===== src/rtl/salc_pkg.sv =====
`timescale 1ns / 1ps
// ----------------------------------------------------------------------------
// salc_pkg
// Shared types and constants of the set-associative LRU cache tag store.
// ----------------------------------------------------------------------------
package salc_pkg;

    localparam int SET_BITS   = 6;
    localparam int NUM_SETS   = 1 << SET_BITS;
    localparam int WAYS       = 8;
    localparam int WAY_W      = 3;
    localparam int ADDR_W     = 64;
    localparam int CNT_W      = 32;
    localparam int S_W        = 3;
    localparam int B_W        = 6;
    localparam int E_W        = 4;
    localparam int MAX_OFFSET = 32;
    localparam int CFG_IDX_W  = 2;
    localparam int CFG_DATA_W = 6;

    typedef enum logic [CFG_IDX_W-1:0] {
        CFG_SET_BITS    = 2'd0,
        CFG_OFFSET_BITS = 2'd1,
        CFG_WAYS        = 2'd2
    } cfg_idx_t;

    typedef struct packed {
        logic [S_W-1:0] s;
        logic [B_W-1:0] b;
        logic [E_W-1:0] e;
    } geom_t;

    typedef struct packed {
        logic [SET_BITS-1:0] set;
        logic [ADDR_W-1:0]   tag;
        logic                write;
    } req_t;

    typedef struct packed {
        logic [WAYS-1:0]             valid;
        logic [WAYS-1:0]             dirty;
        logic [WAYS-1:0][ADDR_W-1:0] tag;
        logic [WAYS-1:0][WAYS-1:0]   older;
    } row_t;

endpackage


===== src/rtl/salc_queue.sv =====
`timescale 1ns / 1ps
// ----------------------------------------------------------------------------
// salc_queue
// Two-entry request queue between front and back.
// ----------------------------------------------------------------------------
module salc_queue (
    input  logic           aclk,
    input  logic           aresetn,
    input  logic           push,
    input  salc_pkg::req_t push_req,
    input  logic           pop,
    output salc_pkg::req_t pop_req,
    output logic           full,
    output logic           empty
);

    salc_pkg::req_t entry_reg [2];
    logic       wr_ptr_reg, wr_ptr_next;
    logic       rd_ptr_reg, rd_ptr_next;
    logic [1:0] count_reg, count_next;

    always_comb begin
        wr_ptr_next = wr_ptr_reg ^ push;
        rd_ptr_next = rd_ptr_reg ^ pop;
        count_next  = count_reg + 2'(push) - 2'(pop);
    end

    always_ff @(posedge aclk) begin
        if (!aresetn) begin
            wr_ptr_reg <= 1'b0;
            rd_ptr_reg <= 1'b0;
            count_reg  <= 2'd0;
        end else begin
            wr_ptr_reg <= wr_ptr_next;
            rd_ptr_reg <= rd_ptr_next;
            count_reg  <= count_next;
        end
    end

    always_ff @(posedge aclk) begin
        if (push) begin
            entry_reg[wr_ptr_reg] <= push_req;
        end
    end

    assign pop_req = entry_reg[rd_ptr_reg];
    assign full    = count_reg == 2'd2;
    assign empty   = count_reg == 2'd0;

endmodule


===== config.mk =====
export PLATFORM = sky130hd
export DESIGN_NAME = salc_queue
export DESIGN_NICKNAME = d
export VERILOG_FILES = /design/src/rtl/salc_pkg.sv /design/src/rtl/salc_queue.sv
export SDC_FILE = /design/constraint.sdc
export NUM_CORES = 1
export LEC_CHECK = 0
export BUFFER_PORTS_ARGS = -buffer_cell sky130_fd_sc_hd__buf_4
export CORE_ASPECT_RATIO = 2
export CORE_MARGIN = 8
export CORE_UTILIZATION = 35
export DETAILED_ROUTE_END_ITERATION = 10
export GPL_TIMING_DRIVEN = 0
export HOLD_SLACK_MARGIN = 0.05
export PLACE_DENSITY = 0.59
export SLEW_MARGIN = 10
export SYNTH_ARGS = -nofsm -noshare
export SYNTH_HDL_FRONTEND = slang
export SYNTH_SLANG_ARGS = --single-unit
export TNS_END_PERCENT = 10

===== constraint.sdc =====
create_clock -name aclk -period 2.9 [get_ports aclk]
set_clock_uncertainty 0.05 [all_clocks]
set_input_delay 0.58 -clock aclk [delete_from_list [all_inputs] [get_ports aclk]]
set_output_delay 0.58 -clock aclk [all_outputs]
set_load 0.05 [all_outputs]

==> metrics.txt <==
post-synthesis mux area share=0.186; #FFs+latches synth=147; TritonCTS clock tree=yes; final instance area=7740 um^2; share of cells above drive strength 1=0.617; synthesized area=5710 um^2; final hold violations=0; Non-Filler Instances=627; Worst Tran Pin Value=511 ps; Warnings, synthesis=0; largest net degree at the start of global routing=41; Reg clk slew, reported paths=60 ps; setup_tns=0 ps; Port Buffers=147; IO Pins=148; Synth Area in Compound Gates=0; crit path kind=flip-flop to primary output; Post-CTS Setup Repair Bufs=0; crit end category=primary output; combinational family with the most area after synthesis=multiplexers; clock sinks=147; post-synthesis sequential area ratio=0.764; aggregate global routing overflow=0; synthesized area per cell=23.6 um^2; diode count=0; Root Buffer=clkbuf_16; CORE AREA=16100 um^2; period utilization=0.781; initial antenna violation count=0; hold buffer count at CTS=0; total track usage=0.105; drt via density=4.41; Worst EP arrival=1640 ps; DP HPWL=7560 um; total CTS buffers=17; latest clock arrival within the worst-skew pair=410 ps; drt first pass iters=4; min cycle time layout=2270 ps; Routed WL=10800 um; chip height=197 um; status=completed; Setup WS post-layout=634 ps; simple-gate share of the synthesized area=0.00723; Mapped Nets=321; Post-Synth Adder-Cell Area=0.00876; RSZ-0062 raised after global routing=no; largest area contributor in the netlist=edfxtp_1; main area contributors after synthesis=edfxtp_1 75%, mux2_4 18%, buf_12 2.5%; clk buf depth=2; max reg flops=142; DP Area=7150 um^2; worst-path maximum fanout=10; FILL cells=1417; Critical Path Source Type=flip-flop; Worst Path Required=2270 ps; Slew headroom=0.659; Max-cap violations=0; Power Density=739 nW/um^2; vias in the first global route=2998; dpl ws=995 ps; Rows=66; die area=20900 um^2; H-tree depth reported by CTS=4; DR WL/cell=17.2 um; first-pass GRT wire length=16400 um; Synth cell types=13; Final nets=489; XOR/XNOR Fraction of Synth Area=0.00548; GPL Wtd Cong=0.619; Final ANT Viol Nets=0; FMAX=0.441 GHz; DRC=0; fin. max-slew vios=0; Layout area overhead=35.5%; Die W=106 um; Util after Layout=0.480; HP Class=input port to flip-flop; Finish-stage setup viols=0; Synth top area share=0.747; initial DRC count=94; Starting Density=0.355; Peak VDD IR=0.453 mV; cell leakage power=3.06 nW; vias=2767; Placed Cells incl. Taps=595; Cells after Synth=242; PostCTS Resize Cnt=0
worst max-delay path, stage by stage, from the launching register on:
cell	delay (ps)
dfxtp_1	320
buf_6	200
buf_12	180
mux2_4	310
buf_4	190
cells in the final DEF, fill, tap and decap left out:
cell type	count
buf_4	147
edfxtp_1	142
mux2_4	70
clkbuf_16	20
buf_12	7
dfxtp_1	5
clkinv_2	4
inv_1	3
nor2b_1	3
and2_1	3
clkinvlp_4	3
ha_1	2
ha_4	2
clkinv_4	2
buf_16	2
buf_6	1
mux2_2	1
nor2_1	1
xor2_1	1
xnor3_1	1
clkbuf_1	1
inv_6	1
clkbuf_8	1
path summary, 6_finish.rpt:
kind / from / end / slack [ps] / cells past startpoint
setup / recovery: flip-flop / pop_req[51] / 630 / 4
hold / removal: push_req[24] / entry_reg[0][24]$_DFFE_PP_ / 300 / 1
setup reg to reg: wr_ptr_reg$_SDFF_PN0_ / entry_reg[0][70]$_DFFE_PP_ / 1330 / 3
hold reg to reg: rd_ptr_reg$_SDFF_PN0_ / flip-flop / 530 / 2
cell type report:
class,count,area (um^2),share of cell area
sequential,147,4360,0.564
multi-input combinational,84,1210,0.156
timing repair buffer,149,1160,0.150
clock buffer,22,518,0.0669
tap,204,255,0.0330
buffer,8,151,0.0196
clock inverter,10,68.8,0.00889
inverter,3,11.3,0.00146
logic make-up after synthesis:
family / after synthesis
XOR/XNOR: 2
adder cells (fa/ha/maj): 4
buffers and inverters: 11
flip-flops: 147
multiplexers: 71
AND/OR/NAND/NOR: 7
where the power goes:
| part | internal (W) | switching, W | total (W) | leakage (nW) |
|---|---|---|---|---|
| Sequential | 0.00248 | 0.0000327 | 0.00251 | 1.37 |
| Combinational | 0.000457 | 0.000672 | 0.00113 | 1.40 |
| Clock | 0.00127 | 0.000809 | 0.00208 | 0.284 |
routing by layer:
| layer | track usage | routed length, um | share of wire |
|---|---|---|---|
| met1 | 0.122 | 4500 | 0.42 |
| met2 | 0.149 | 4690 | 0.43 |
| met3 | 0.0641 | 1460 | 0.14 |
| met4 | 0.0504 | 147 | 0.014 |
| met5 | 0 | 0 | 0 |
Yosys cell counts (all sizes together):
| cell type | instances |
|---|---|
| xnor3 | 1 |
| and2 | 3 |
| mux2 | 71 |
| ha | 4 |
| edfxtp | 142 |
| dfxtp | 5 |
| xor2 | 1 |
| buf | 8 |
| nor2 | 1 |
| nor2b | 3 |
| inv | 3 |
metrics by stage:
stage | hold slack (ps) | power, W
after CTS | 277 | 0.00580
after floorplan | 471 | 0.00335
final | 299 | 0.00572
after global placement | 483 | 0.00369
after global routing | 274 | 0.00592
after detailed placement | 524 | 0.00370
Power figures use the tool's default switching activity.
